### config.mk
export PLATFORM = sky130hd
export DESIGN_NAME = hlc_dist
export DESIGN_NICKNAME = d
export VERILOG_FILES = /design/src/rtl/core/hlc_pkg.sv /design/src/rtl/core/hlc_dist.sv
export SDC_FILE = /design/constraint.sdc
export NUM_CORES = 1
export LEC_CHECK = 0
export BUFFER_PORTS_ARGS = -buffer_cell sky130_fd_sc_hd__buf_2
export CORE_AREA = 2 2 280 282
export CTS_CLUSTER_DIAMETER = 60
export DETAILED_ROUTE_END_ITERATION = 6
export DIE_AREA = 0 0 282 284
export PLACE_DENSITY = 0.64
export SLEW_MARGIN = 5
export SYNTH_ARGS = -nofsm -noshare
export SYNTH_HDL_FRONTEND = slang
export SYNTH_SLANG_ARGS = --single-unit
### constraint.sdc
create_clock -name clk -period 15 [get_ports clk]
set_input_delay 1.5 -clock clk [delete_from_list [all_inputs] [get_ports clk]]
set_output_delay 1.5 -clock clk [all_outputs]
set_load 0.01 [all_outputs]
### src/rtl/core/hlc_pkg.sv
// Types, constants and helpers of the homogeneous line clipper.
package hlc_pkg;
	localparam int COORD_BITS = 32;
	localparam int T_SHIFT    = 16;
	localparam int T_W        = T_SHIFT + 1;
	localparam int D_W        = COORD_BITS + 1;
	localparam int M_W        = COORD_BITS + 1;
	localparam int DEN_W      = COORD_BITS + 2;
	localparam int Q_W        = T_W + 1;
	localparam int REM_W      = DEN_W + T_W + 1;
	localparam int DIV_STAGES = Q_W / 2;
	localparam int N_PLANES   = 6;
	localparam int IN_W       = ((8 * COORD_BITS + 7) / 8) * 8;
	localparam int OUT_RAW_W  = 8 * COORD_BITS + 2 * T_W;
	localparam int OUT_W      = ((OUT_RAW_W + 7) / 8) * 8;
	localparam logic [T_W-1:0] T_ONE = T_W'(1) << T_SHIFT;

	localparam int IX = 0;
	localparam int IY = 1;
	localparam int IZ = 2;
	localparam int IW = 3;

	localparam logic [1:0] ST_KEEP = 2'd0;
	localparam logic [1:0] ST_CLIP = 2'd1;
	localparam logic [1:0] ST_DISC = 2'd2;

	typedef enum logic [2:0] {
		PL_NEAR   = 3'd0,
		PL_FAR    = 3'd1,
		PL_LEFT   = 3'd2,
		PL_RIGHT  = 3'd3,
		PL_TOP    = 3'd4,
		PL_BOTTOM = 3'd5
	} plane_t;

	// element 0 is x, in the lowest bits
	typedef logic [3:0][COORD_BITS-1:0] vec_t;

	typedef struct packed {
		vec_t           a;
		vec_t           b;
		logic [T_W-1:0] pa;
		logic [T_W-1:0] pb;
		logic           disc;
		logic           clip;
	} seg_t;

	typedef struct packed {
		seg_t             seg;
		logic             act;
		logic             mv_b;
		logic [REM_W-1:0] rem;
		logic [REM_W-1:0] dsh;
		logic [Q_W-1:0]   q;
	} div_t;

	function automatic logic signed [D_W-1:0] ext(input logic [COORD_BITS-1:0] c);
		ext = D_W'(signed'(c));
	endfunction

	function automatic logic signed [D_W-1:0] plane_dist(input vec_t p, input plane_t pl);
		unique case (pl)
			PL_NEAR:   plane_dist = ext(p[IZ]) + ext(p[IW]);
			PL_FAR:    plane_dist = ext(p[IW]) - ext(p[IZ]);
			PL_LEFT:   plane_dist = ext(p[IX]) + ext(p[IW]);
			PL_RIGHT:  plane_dist = ext(p[IW]) - ext(p[IX]);
			PL_TOP:    plane_dist = ext(p[IW]) - ext(p[IY]);
			PL_BOTTOM: plane_dist = ext(p[IY]) + ext(p[IW]);
			default:   plane_dist = '0;
		endcase
	endfunction
endpackage

### src/rtl/core/hlc_dist.sv
// Plane distance, classification and divider setup stage.
module hlc_dist (
	input  logic            clk,
	input  logic            arst_n,
	input  hlc_pkg::plane_t plane,
	input  logic            in_valid,
	output logic            in_ready,
	input  hlc_pkg::seg_t   in_seg,
	output logic            out_valid,
	input  logic            out_ready,
	output hlc_pkg::div_t   out_div
);
	logic signed [hlc_pkg::D_W-1:0] d0, d1;
	logic [hlc_pkg::M_W-1:0]        n0, n1;
	logic [hlc_pkg::DEN_W-1:0]      den;
	hlc_pkg::div_t                  nxt;
	logic                           vld_s1;
	hlc_pkg::div_t                  div_s1;

	always_comb begin
		d0  = hlc_pkg::plane_dist(in_seg.a, plane);
		d1  = hlc_pkg::plane_dist(in_seg.b, plane);
		n0  = d0[hlc_pkg::D_W-1] ? hlc_pkg::M_W'(unsigned'(-d0)) : hlc_pkg::M_W'(unsigned'(d0));
		n1  = d1[hlc_pkg::D_W-1] ? hlc_pkg::M_W'(unsigned'(-d1)) : hlc_pkg::M_W'(unsigned'(d1));
		den = hlc_pkg::DEN_W'(n0) + hlc_pkg::DEN_W'(n1);
		nxt.seg  = in_seg;
		nxt.seg.disc = in_seg.disc | (d0[hlc_pkg::D_W-1] & d1[hlc_pkg::D_W-1]);
		nxt.act  = !in_seg.disc && (d0[hlc_pkg::D_W-1] != d1[hlc_pkg::D_W-1]);
		nxt.mv_b = !d0[hlc_pkg::D_W-1];
		nxt.rem  = (hlc_pkg::REM_W'(n0) << hlc_pkg::T_W) + hlc_pkg::REM_W'(den);
		nxt.dsh  = hlc_pkg::REM_W'(den) << (hlc_pkg::T_W + 1);
		nxt.q    = '0;
	end

	assign in_ready = !vld_s1 || out_ready;

	always_ff @(posedge clk or negedge arst_n) begin
		if (!arst_n) begin
			vld_s1 <= 1'b0;
		end else if (in_ready) begin
			vld_s1 <= in_valid;
		end
	end

	always_ff @(posedge clk) begin
		if (in_ready) begin
			div_s1 <= nxt;
		end
	end

	assign out_valid = vld_s1;
	assign out_div   = div_s1;
endmodule

* After elaboration in Yosys (flattened, before gate mapping)
Index checks and enable logic that the tools add are counted.
Cells by class: add/subtract/negate cells 16, equal/unequal tests 6, mux-type cells 4, bitwise gates (word level) 2, reductions and logical operators 6
Operator list (number):
- 33-bit one-hot mux with 6 select lines | 2
- 32-bit by 32-bit adder with 33-bit output | 6
- 32-bit by 32-bit subtractor with 33-bit output | 6
- 33-bit 2-to-1 mux | 2
- 33-bit negator | 2
- 50-bit by 34-bit adder with 51-bit output | 1
- 33-bit by 33-bit adder with 34-bit output | 1
- 3-bit by 2-bit equality test with 1-bit output, second input constant | 2
- 3-bit equality test, second input constant | 2
- 3-bit by 1-bit equality test with 1-bit output, second input constant | 1
- 1-bit logical NOT | 3
- 3-bit logical NOT | 1
- 1-bit AND | 1
- 1-bit logical AND | 1
- 1-bit logical OR | 1
- 1-bit != test | 1
- 1-bit OR | 1
Word-level totals: register bits after elaboration 381, word-level logic and storage cells 51

* Logic depth before layout (Yosys ltp)
depth in word-level cells 6, gate-level depth with buffers 54, gate-level depth less buffers 53

* Least setup slack after synthesis
Ideal clock, no wire load.
path type in2reg, from input port in_seg[166] (netlist bit), to register div_s1 (netlist bit out_div[118]) (data pin), library setup time 268 ps, data arrival time 12275 ps, required time 14732 ps, setup slack 2457 ps, cell stages on the path 52, buffers on the path 3, cells stage by stage or3_1 > or4b_1 > or3_1 > or3_1 > buf_2 > or4_4 > or2_4 > or4_1 > nor3_1 > mux2i_1 > nor2_1 > o32a_2 > o21a_1 > o22a_1 > ha_1 > clkbuf_1 > o21a_1 > o21ai_0 > [16 not listed] > nand3_1 > nand2_1 > a21oi_1 > o21bai_1 > xor2_1 > ha_1 > a21oi_1 > o21bai_1 > a21oi_1 > o21bai_1 > a21oi_1 > o211a_1 > nor3b_1 > o31ai_1 > a211oi_1 > nand4b_1 > a211oi_1 > xor2_1
RTL lines:
- from (decl) | RTL line hlc_dist.sv:8 | input hlc_pkg::seg_t in_seg,
- to (signal assigned) | RTL line hlc_dist.sv:47 | div_s1 <= nxt;
- to (decl) | RTL line hlc_dist.sv:18 | hlc_pkg::div_t div_s1;

==> impl_metrics.toml <==
[status]
status = "finished clean"

[clock_tree]
h-tree-depth = 2
cts_tree = "built"
cts_buffers = 47
clk_pin_slew_ns = 0.06
worstSkewPairLatency_ns = 0.58
root_buffer = "clkbuf_16"
cts_sinks = 363
cts_hold_buf = 0
clk_path_buf_depth = 3
post_cts_buffers = 0
cts_resized = 0

[logic_synthesis]
synth.area.top_cells = "edfxtp_1, ha_1, a21oi_1, xnor2_1, xor2_1"
synth_warnings = 0
ys.flop_type = "edfxtp_1"
synth_cell_types = 96
postSynth.asyncResetShare_pct = 0.275
synth_most_common_cell = "edfxtp_1"
synth_area_leader_cell = "edfxtp_1"
synth_edf_count = 362
ys_ff_latch = 363
seq_area_frac_synth_pct = 42.4
yosys-top-cells-count = "edfxtp_1, a21oi_1, nand2_1"
synth_top_cell_area_share_pct = 42.3
synth.avg_cell_area_sq_um = 9.57
synthCells = 2688
syn_area_sq_um = 25700

[timing]
worst_pin_slew_ns = 1.03
tns_ns = 0
rsz0062_at_grt = "no"
slew-limit-headroom_pct = 31.0
min_period_over_period_pct = 89.3
hold_viol = 0
clock-skew-final_ns = 0.0118
slew_viol_final = 0
fmax_mhz = 74.7
min_period_ns = 13.39
holdWs_ns = 0.678
finalSetupViolations = 0

[grt]
grt_pass1_vias = 22400
grt_max_degree = 83
antenna_found_initial = 10
grt.total_usage_pct = 23.8
grt_util_met2_pct = 41.1
grt-ovfl-total = 0
grt_busiest_layer = "met2"
use_met1_pct = 30.3
grt_util_met3_pct = 3.47
grt_first_pass_wirelength_mm = 144

[routing]
drt_pass1_iterations = 5
ant_nets = 0
wl_per_cell_um = 22.5
drc_errors = 0
viasPerCell = 5.47
wl_mm = 99.0
drt_iter0_drc = 2198
vias = 24100

[critical_path]
path_buf_inv = 2
critical_path_class = "input port to register"
cp_top_family = "compound AO/OA/AOI/OAI gates"
critPathRequiredTime_ns = 15.32
cp_slowest_cell = "or4b_1"
timing.rr.start = "out_valid"
r2r_end = "out_div[394]"
cpPeakStageDelay_ns = 0.58
cp_common_cell = "a21oi_1"
start_kind = "input port"
crit_arrival_ns = 13.71
path_max_fanout = 9
r2r_slack_ns = 10.91
crit_path_end_kind = "register"
worstRegToRegCells = 5

[layout]
fillers = 7625
syn_to_final_growth_pct = 22.6
layout-drive-gt1-share_pct = 24.8
final_nets = 3758

[placement]
dp_hpwl_mm = 79.2
routabilityCongestion = 0.939
place.port_buffers = 679

[floorplanning]
fp-row-count = 102
core_sq_um = 77000
start_util_pct = 33.4
io_pins = 717
die_x_um = 282
die-area_sq_um = 80100
die_y_um = 284

[pwr]
p_leak_nw = 12.9
ir_drop_uv = 141
powerDensity_nw_per_um2 = 168

[flow_run]
drv_cap = 0

[hold_path]
hold_class = "input port to asynchronous set/reset pin"
[cell type report]
type                    count  area, sq um  share of cell area (%)
clock buffers              58         1260                    4.00
flip-flops and latches    363        10900                    34.6
well taps                1040         1300                    4.13
inverters                  82          308                   0.977
clock inverters            27          269                   0.854
diodes                      1         2.50                 0.00794
repair buffers            706         3610                    11.5
multi-input cells        2124        13900                    44.0
[where the power goes]
part	switching (mW)	internal [mW]	total [mW]
Combinational	1.64	1.08	2.71
Sequential	0.0539	1.43	1.48
Clock	0.452	0.657	1.11
[cell usage in the layout, fill, tap and decap left out, drive strengths merged, types with 56 or more instances in the layout]
| cell type | n |
|---|---|
| a21o | 56 |
| xnor2 | 122 |
| ha | 131 |
| nor3 | 100 |
| edfxtp | 362 |
| buf | 706 |
| nor2 | 216 |
| or3 | 56 |
| nand2 | 226 |
| clkbuf | 58 |
| inv | 93 |
| xor2 | 98 |
| o21ai | 153 |
| a21oi | 264 |
[worst reg2reg max path, stage by stage (launching register included)]
cell      delay, ns
dfrtp_1        0.42
nand2b_4       0.37
buf_4          0.49
buf_4          0.64
buf_4          0.84
buf_4          0.83
[registers in the layout, indices dropped and copies added, names as in the netlist]
register	count
out_valid	1
out_div	362
[kinds of logic (layout without fill, tap and decap cells)]
logic type      count (synthesis)  count (layout)  synth area share [%]
simple gates                  875             875                  17.1
compound gates                830             830                  20.9
flops                         363             363                  42.4
buf+inv                       238             873                  4.32
xor+xnor                      220             220                  7.49
fa+ha+maj                     135             135                  6.69
mux                            26              26                  1.02
other cells                     1              39                0.0146
[through the flow]
stage / power (mW) / cells / util (%) / setup slack [ns] / area, sq um
after CTS: 5.33 / 4400 / 40.9 / 1.85 / 31500
final: 5.30 / 4401 / 40.9 / 1.61 / 31500
after global routing: 5.67 / 4401 / 40.9 / 0.502 / 31500
after floorplan: 3.42 / 2725 / - / 2.46 / 25800
after global placement: 4.17 / 4315 / 39.0 / 1.52 / 30000
after detailed placement: 4.19 / 4315 / 39.0 / 1.26 / 30000
[how the worst max path moves through the flow]
stage                         endpoint  depth (start not counted)  slack (ns)         from
after floorplan           out_div[118]                         52        2.46  in_seg[166]
after global placement    out_div[118]                         52        1.52  in_seg[166]
after detailed placement  out_div[117]                         53        1.26  in_seg[166]
after CTS                 out_div[117]                         53        1.85  in_seg[166]
after global routing      out_div[116]                         52        0.50  in_seg[166]
final                     out_div[117]                         53        1.61  in_seg[166]
[metal layers]
layer / share of wire [%] / wire (um)
met5: 0.056 / 55
met2: 49 / 48200
met4: 3.5 / 3430
met1: 40 / 40100
met3: 7.4 / 7320
No activity file was read; power rests on OpenSTA's default activity.
