--- config.mk ---
export PLATFORM = sky130hd
export DESIGN_NAME = hlc_div_stage
export DESIGN_NICKNAME = d
export VERILOG_FILES = /design/src/rtl/core/hlc_pkg.sv /design/src/rtl/core/hlc_div_stage.sv
export SDC_FILE = /design/constraint.sdc
export NUM_CORES = 1
export LEC_CHECK = 0
export BUFFER_PORTS_ARGS = -buffer_cell sky130_fd_sc_hd__buf_2
export CAP_MARGIN = 20
export CORE_AREA = 2 2 326 328
export DETAILED_ROUTE_END_ITERATION = 8
export DIE_AREA = 0 0 328 330
export HOLD_SLACK_MARGIN = 0.05
export PLACE_DENSITY = 0.41
export SYNTH_ARGS = -nofsm -noshare
export SYNTH_HDL_FRONTEND = slang
export SYNTH_SLANG_ARGS = --single-unit
export TNS_END_PERCENT = 5
--- constraint.sdc ---
create_clock -name clk -period 21 [get_ports clk]
set_clock_uncertainty 0.2 [all_clocks]
set_input_delay 3.15 -clock clk [delete_from_list [all_inputs] [get_ports clk]]
set_output_delay 3.15 -clock clk [all_outputs]
set_load 0.02 [all_outputs]
--- src/rtl/core/hlc_pkg.sv ---
// Types, constants and helpers of the homogeneous line clipper.
package hlc_pkg;
	localparam int COORD_BITS = 32;
	localparam int T_SHIFT    = 16;
	localparam int T_W        = T_SHIFT + 1;
	localparam int D_W        = COORD_BITS + 1;
	localparam int M_W        = COORD_BITS + 1;
	localparam int DEN_W      = COORD_BITS + 2;
	localparam int Q_W        = T_W + 1;
	localparam int REM_W      = DEN_W + T_W + 1;
	localparam int DIV_STAGES = Q_W / 2;
	localparam int N_PLANES   = 6;
	localparam int IN_W       = ((8 * COORD_BITS + 7) / 8) * 8;
	localparam int OUT_RAW_W  = 8 * COORD_BITS + 2 * T_W;
	localparam int OUT_W      = ((OUT_RAW_W + 7) / 8) * 8;
	localparam logic [T_W-1:0] T_ONE = T_W'(1) << T_SHIFT;

	localparam int IX = 0;
	localparam int IY = 1;
	localparam int IZ = 2;
	localparam int IW = 3;

	localparam logic [1:0] ST_KEEP = 2'd0;
	localparam logic [1:0] ST_CLIP = 2'd1;
	localparam logic [1:0] ST_DISC = 2'd2;

	typedef enum logic [2:0] {
		PL_NEAR   = 3'd0,
		PL_FAR    = 3'd1,
		PL_LEFT   = 3'd2,
		PL_RIGHT  = 3'd3,
		PL_TOP    = 3'd4,
		PL_BOTTOM = 3'd5
	} plane_t;

	// element 0 is x, in the lowest bits
	typedef logic [3:0][COORD_BITS-1:0] vec_t;

	typedef struct packed {
		vec_t           a;
		vec_t           b;
		logic [T_W-1:0] pa;
		logic [T_W-1:0] pb;
		logic           disc;
		logic           clip;
	} seg_t;

	typedef struct packed {
		seg_t             seg;
		logic             act;
		logic             mv_b;
		logic [REM_W-1:0] rem;
		logic [REM_W-1:0] dsh;
		logic [Q_W-1:0]   q;
	} div_t;

	function automatic logic signed [D_W-1:0] ext(input logic [COORD_BITS-1:0] c);
		ext = D_W'(signed'(c));
	endfunction

	function automatic logic signed [D_W-1:0] plane_dist(input vec_t p, input plane_t pl);
		unique case (pl)
			PL_NEAR:   plane_dist = ext(p[IZ]) + ext(p[IW]);
			PL_FAR:    plane_dist = ext(p[IW]) - ext(p[IZ]);
			PL_LEFT:   plane_dist = ext(p[IX]) + ext(p[IW]);
			PL_RIGHT:  plane_dist = ext(p[IW]) - ext(p[IX]);
			PL_TOP:    plane_dist = ext(p[IW]) - ext(p[IY]);
			PL_BOTTOM: plane_dist = ext(p[IY]) + ext(p[IW]);
			default:   plane_dist = '0;
		endcase
	endfunction
endpackage

--- src/rtl/core/hlc_div_stage.sv ---
// Two restoring division steps of the clip parameter divider.
module hlc_div_stage (
	input  logic          clk,
	input  logic          arst_n,
	input  logic          in_valid,
	output logic          in_ready,
	input  hlc_pkg::div_t in_div,
	output logic          out_valid,
	input  logic          out_ready,
	output hlc_pkg::div_t out_div
);
	hlc_pkg::div_t nxt;
	logic          vld_s1;
	hlc_pkg::div_t div_s1;

	always_comb begin
		nxt = in_div;
		for (int k = 0; k < 2; k++) begin
			if (nxt.rem >= nxt.dsh) begin
				nxt.rem = nxt.rem - nxt.dsh;
				nxt.q   = {nxt.q[hlc_pkg::Q_W-2:0], 1'b1};
			end else begin
				nxt.q   = {nxt.q[hlc_pkg::Q_W-2:0], 1'b0};
			end
			nxt.dsh = nxt.dsh >> 1;
		end
	end

	assign in_ready = !vld_s1 || out_ready;

	always_ff @(posedge clk or negedge arst_n) begin
		if (!arst_n) begin
			vld_s1 <= 1'b0;
		end else if (in_ready) begin
			vld_s1 <= in_valid;
		end
	end

	always_ff @(posedge clk) begin
		if (in_ready) begin
			div_s1 <= nxt;
		end
	end

	assign out_valid = vld_s1;
	assign out_div   = div_s1;
endmodule

=== After elaboration in Yosys (flattened, before gate mapping) ===
Index checks and enable logic that the tools add are counted.
W data, S select, Z words.

* Bits in registers: 415
* Input port bits: 420

* Reduce and logical (&&, ||, !) cells: 2
* $lt $le $gt $ge: 2
* Muxes and demuxes: 4
* Add/sub/neg operators: 2

{| class="wikitable"
|+ Operators by type and width
! operator !! number
|-
| $mux W52 || 2
|-
| $ge A52 B51 Y1 || 1
|-
| $ge A52 B52 Y1 || 1
|-
| $sub A52 B51 Y52 || 1
|-
| $sub A52 B52 Y52 || 1
|-
| $mux W1 || 2
|-
| $logic_not A1 Y1 || 1
|-
| $logic_or A1 B1 Y1 || 1
|}

=== Logic depth before layout (Yosys ltp) ===
* Depth in word-level cells: 4
* Gate-level depth with buffers: 33

=== Worst setup path before layout ===
Ideal clock, no wire load.

* Kind: input port to output port
* From: input out_ready
* To: output in_ready
* Arrival time: 13.181 ns
* Buffers on the path: 0
* Stages on the path: 1
* Slack: 4.469 ns
* Cell sequence: nand2b_1

* Longest elaborated chain between the ends: 1

{| class="wikitable"
|+ RTL lines
! element !! RTL line !! text
|-
| start, declared || hlc_div_stage.sv:9 || <nowiki>input logic out_ready,</nowiki>
|-
| $logic_or A1 B1 Y1 || hlc_div_stage.sv:29 || <nowiki>assign in_ready = !vld_s1 || out_ready;</nowiki>
|-
| end, declared || hlc_div_stage.sv:6 || <nowiki>output logic in_ready,</nowiki>
|}

No other way between the ends.

==> results by group <==
Outcome
  • Result of the run: completed

Clock network
  • Cts-stage hold buffer count: 0
  • Number of buffers on the longest clock path: 3
  • Worst-Skew Late Latency: roughly 0.64 ns
  • Number of clock sinks: ~420
  • Clock root buffer: clkbuf_16
  • Total setup buffers inserted after CTS: 0
  • H-tree depth reported by CTS: 2
  • Clk pin slew, worst setup/hold paths: about 0.070 ns
  • Number of buffers added by the clock tree synthesis step: 53
  • CTS tree: yes
  • Number of gates given a new drive strength after cts: 0

Power and ir drop
  • Total power density per cell area: 100 nW/um^2
  • Leakage power: around 0.012 uW
  • Maximum vdd drop: approximately 0.000068 V

Global route
  • GRT Util Overall: approximately 19%
  • Via count of the first global-routing pass: roughly 17k
  • Antenna violations before repair: between 60 and 70
  • Remaining global-route overflow: 0
  • First-pass GRT wire length: ~140000 um
  • Largest net degree at the start of global routing: 74

STA
  • Rel. slew slack: between 30% and 40%
  • Post-route minimum period: 12.99 ns
  • Total negative setup slack: 0 ns
  • Share of the cycle needed by the critical path after routing: roughly three fifths
  • Final count of pins violating max slew: 0
  • Final hold violation count: 0
  • Setup repair after global routing missed its margin: no
  • Pin slew with the least headroom to its limit: a little under 1 ns
  • Final setup vio count: 0
  • Maximum clock rate: about 0.077 GHz

Setup path
  • Number of cells on the worst reg-to-reg path: 5
  • Top delay family on crit path: compound AO/OA/AOI/OAI gates
  • Slowest cell on crit path: and2_2
  • Sort of element at the end of the critical path: register
  • Worst endpoint required time: 21.17 ns
  • Most prevalent standard cell on the critical path: inv_1
  • CP startpoint kind: primary input
  • Worst path buffer plus inverter count: 8
  • Max incr delay on CP: approximately 0.86 ns
  • Worst setup path category: primary input to register
  • Crit path arrival time: about 13 ns
  • Worst flop-to-flop path endpoint: out_div[13]$_DFFE_PP_
  • Setup slack of the most critical reg-to-reg path: 16.38 ns
  • Worst flop-to-flop path startpoint: out_valid$_DFFE_PN0P_
  • Critical path peak fanout: between 40 and 50

Yosys
  • Proportion of synthesized chip area in sequential cells: 61.6%
  • FF+latch count, synth: ~420
  • Most common flop cell mapped by yosys: edfxtp_1
  • Count of mapped cells out of synthesis: roughly 1.6k
  • Biggest area consumer among synthesized cells: edfxtp_1
  • Most area-consuming cells after synthesis: edfxtp_1 (61%), ha_1 (6.4%), a21oi_1 (3.0%), a21o_1 (2.4%), xnor2_1 (2.3%)
  • Post-synthesis cell area: 20200 sq um
  • Fraction of synthesized cell area taken by the top area cell type: just over 60%
  • Avg Inst Size Synth: between 10 and 15 sq um
  • Fraction of registers with async set/reset: less than 1%
  • Number of distinct library cells after synthesis: 78
  • Count of flip-flops with a built-in enable after synthesis: about 410
  • Synthesis Warnings: 0

Worst hold path
  • Worst hold path endpoint: out_div[402]$_DFFE_PP_
  • Hold Crit Class: register to register
  • Cells on Worst Hold Path: 1
  • Worst Hold Launch: out_valid$_DFFE_PN0P_

Route
  • Antenna violation net count after detailed routing: 0
  • DRT Pass-1 Iters: 7
  • # DRC: 0
  • Number of vias per cell after detailed routing: 4.45
  • Number of DRC violations after detailed-routing iteration 0: approximately 1.2k
  • Post-Route WL: 110000 um
  • Post-detailed-route wirelength per cell: between 20 and 30 um
  • Total via count after detailed routing: roughly 17k

Floorplanning
  • Die Area: between 100000 and 150000 sq um
  • Core box area: approximately 100000 sq um
  • Die extent in x: approximately 330 um
  • Initial Utilization: 19.3%
  • Standard-cell rows: 119
  • Height of the chip: ~330 um
  • Total I/O pin count: between 800 and 900

Finish
  • Non-filler instance count after layout: ~3.9k
  • Fraction of layout instances using a drive strength above 1: about two fifths
  • NumNets Final: around 2.9k
  • Growth of design area from synthesis to finish: 36.7%

Place
  • Number of port buffers: 833
  • Last weighted congestion value of the routability-driven placer: between 0.8 and 0.9
  • Placed cells: between 3k and 4k
  • Final HPWL from detailed placement: a little over 90000 um

Run
  • Max-cap violation count: 0
==> placed cells by master (no fill, tap or decap), types with 19 or more instances in the layout <==
cell,n
buf_2,833
edfxtp_1,414
a21oi_1,123
ha_1,103
nand2_1,95
nor2_1,90
o21ai_0,82
inv_1,78
a21o_1,64
clkbuf_16,53
xnor2_1,52
nand3_1,46
nand4_1,42
mux2_2,37
xor2_1,34
o21bai_1,21
nor3_1,20
o21a_1,19
==> worst max path at each step <==
stage / slack, ns / end / from / cells after the start
2_1_floorplan: 4.47 / in_ready / out_ready / 1
3_3_place_gp: 7.22 / out_div[119]$_DFFE_PP_ / in_div[70] / 30
3_5_place_dp: 7.20 / out_div[119]$_DFFE_PP_ / in_div[70] / 30
4_1_cts: 7.90 / out_div[119]$_DFFE_PP_ / in_div[70] / 30
5_1_grt: 7.47 / out_div[119]$_DFFE_PP_ / in_div[70] / 30
6_report: 8.01 / out_div[119]$_DFFE_PP_ / in_div[70] / 30
==> worst reg2reg max path, delay by kind of cell (launching register included) <==
kind / cells / cell delay (ns)
simple gates: 1 / 0.47
buf+inv: 4 / 3.06
flops: 1 / 0.41
==> power breakdown <==
| part | leakage [uW] | switching, uW | internal [uW] |
|---|---|---|---|
| registers | 0.00417 | 30.4 | 1030 |
| logic | 0.00683 | 523 | 266 |
| clock network | 0.000836 | 406 | 519 |
| total | 0.0118 | 959 | 1810 |
==> cells in the mapped netlist, types with 34 or more instances <==
cell        n
xor2_1     34
xnor2_1    52
mux2_2     37
inv_1      78
nand2_1    95
ha_1      103
a21oi_1   123
clkbuf_1   56
o21ai_0    82
nand4_1    42
edfxtp_1  414
nand3_1    46
nor2_1     90
a21o_1     64
==> area by class of cell <==
| cell class | instances | area [sq um] |
|---|---|---|
| clock inverters | 41 | 397 |
| multi-input cells | 1019 | 7150 |
| well taps | 1391 | 1740 |
| diodes | 13 | 32.5 |
| clock buffers | 57 | 1340 |
| inverters | 81 | 307 |
| repair buffers | 843 | 4240 |
| fillers | 11109 | 77000 |
| flip-flops and latches | 415 | 12500 |
==> metrics by stage <==
stage | hold WS [ns] | power [uW] | utilization, % | setup WS, ns | cell area [sq um]
floorplan | 2.65 | 1570 | - | 4.47 | 20200
global placement | 0.896 | 1870 | 24.7 | 7.22 | 25900
detailed placement | 0.932 | 1870 | 24.7 | 7.20 | 25900
CTS | 0.950 | 2830 | 26.4 | 7.90 | 27600
global route | 0.963 | 2910 | 26.4 | 7.47 | 27600
finish | 0.898 | 2770 | 26.4 | 8.01 | 27700
==> sequential cells by signal, summed over array words and instances, names as in the netlist <==
| name | flops |
|---|---|
| out_div | 414 |
| out_valid | 1 |
==> kinds of logic after synthesis <==
group           Yosys count  synth area share (%)
compound gates          419                  13.6
xor+xnor                 86                  3.72
fa+ha+maj               105                  6.57
buf+inv                 155                  3.22
flops                   415                  61.6
mux                      44                  2.50
other cells               1                0.0185
simple gates            363                  8.80
==> layer usage <==
| layer | track usage (%) | wire length (um) | vias up |
|---|---|---|---|
| li1 | - | - | 7709 |
| met1 | 21.8 | 41300 | 8463 |
| met5 | 0 | 202 | - |
| met4 | 6.20 | 3670 | 34 |
| met3 | 9.36 | 13300 | 180 |
| met2 | 32.1 | 51700 | 783 |
Power figures use the tool's default switching activity.
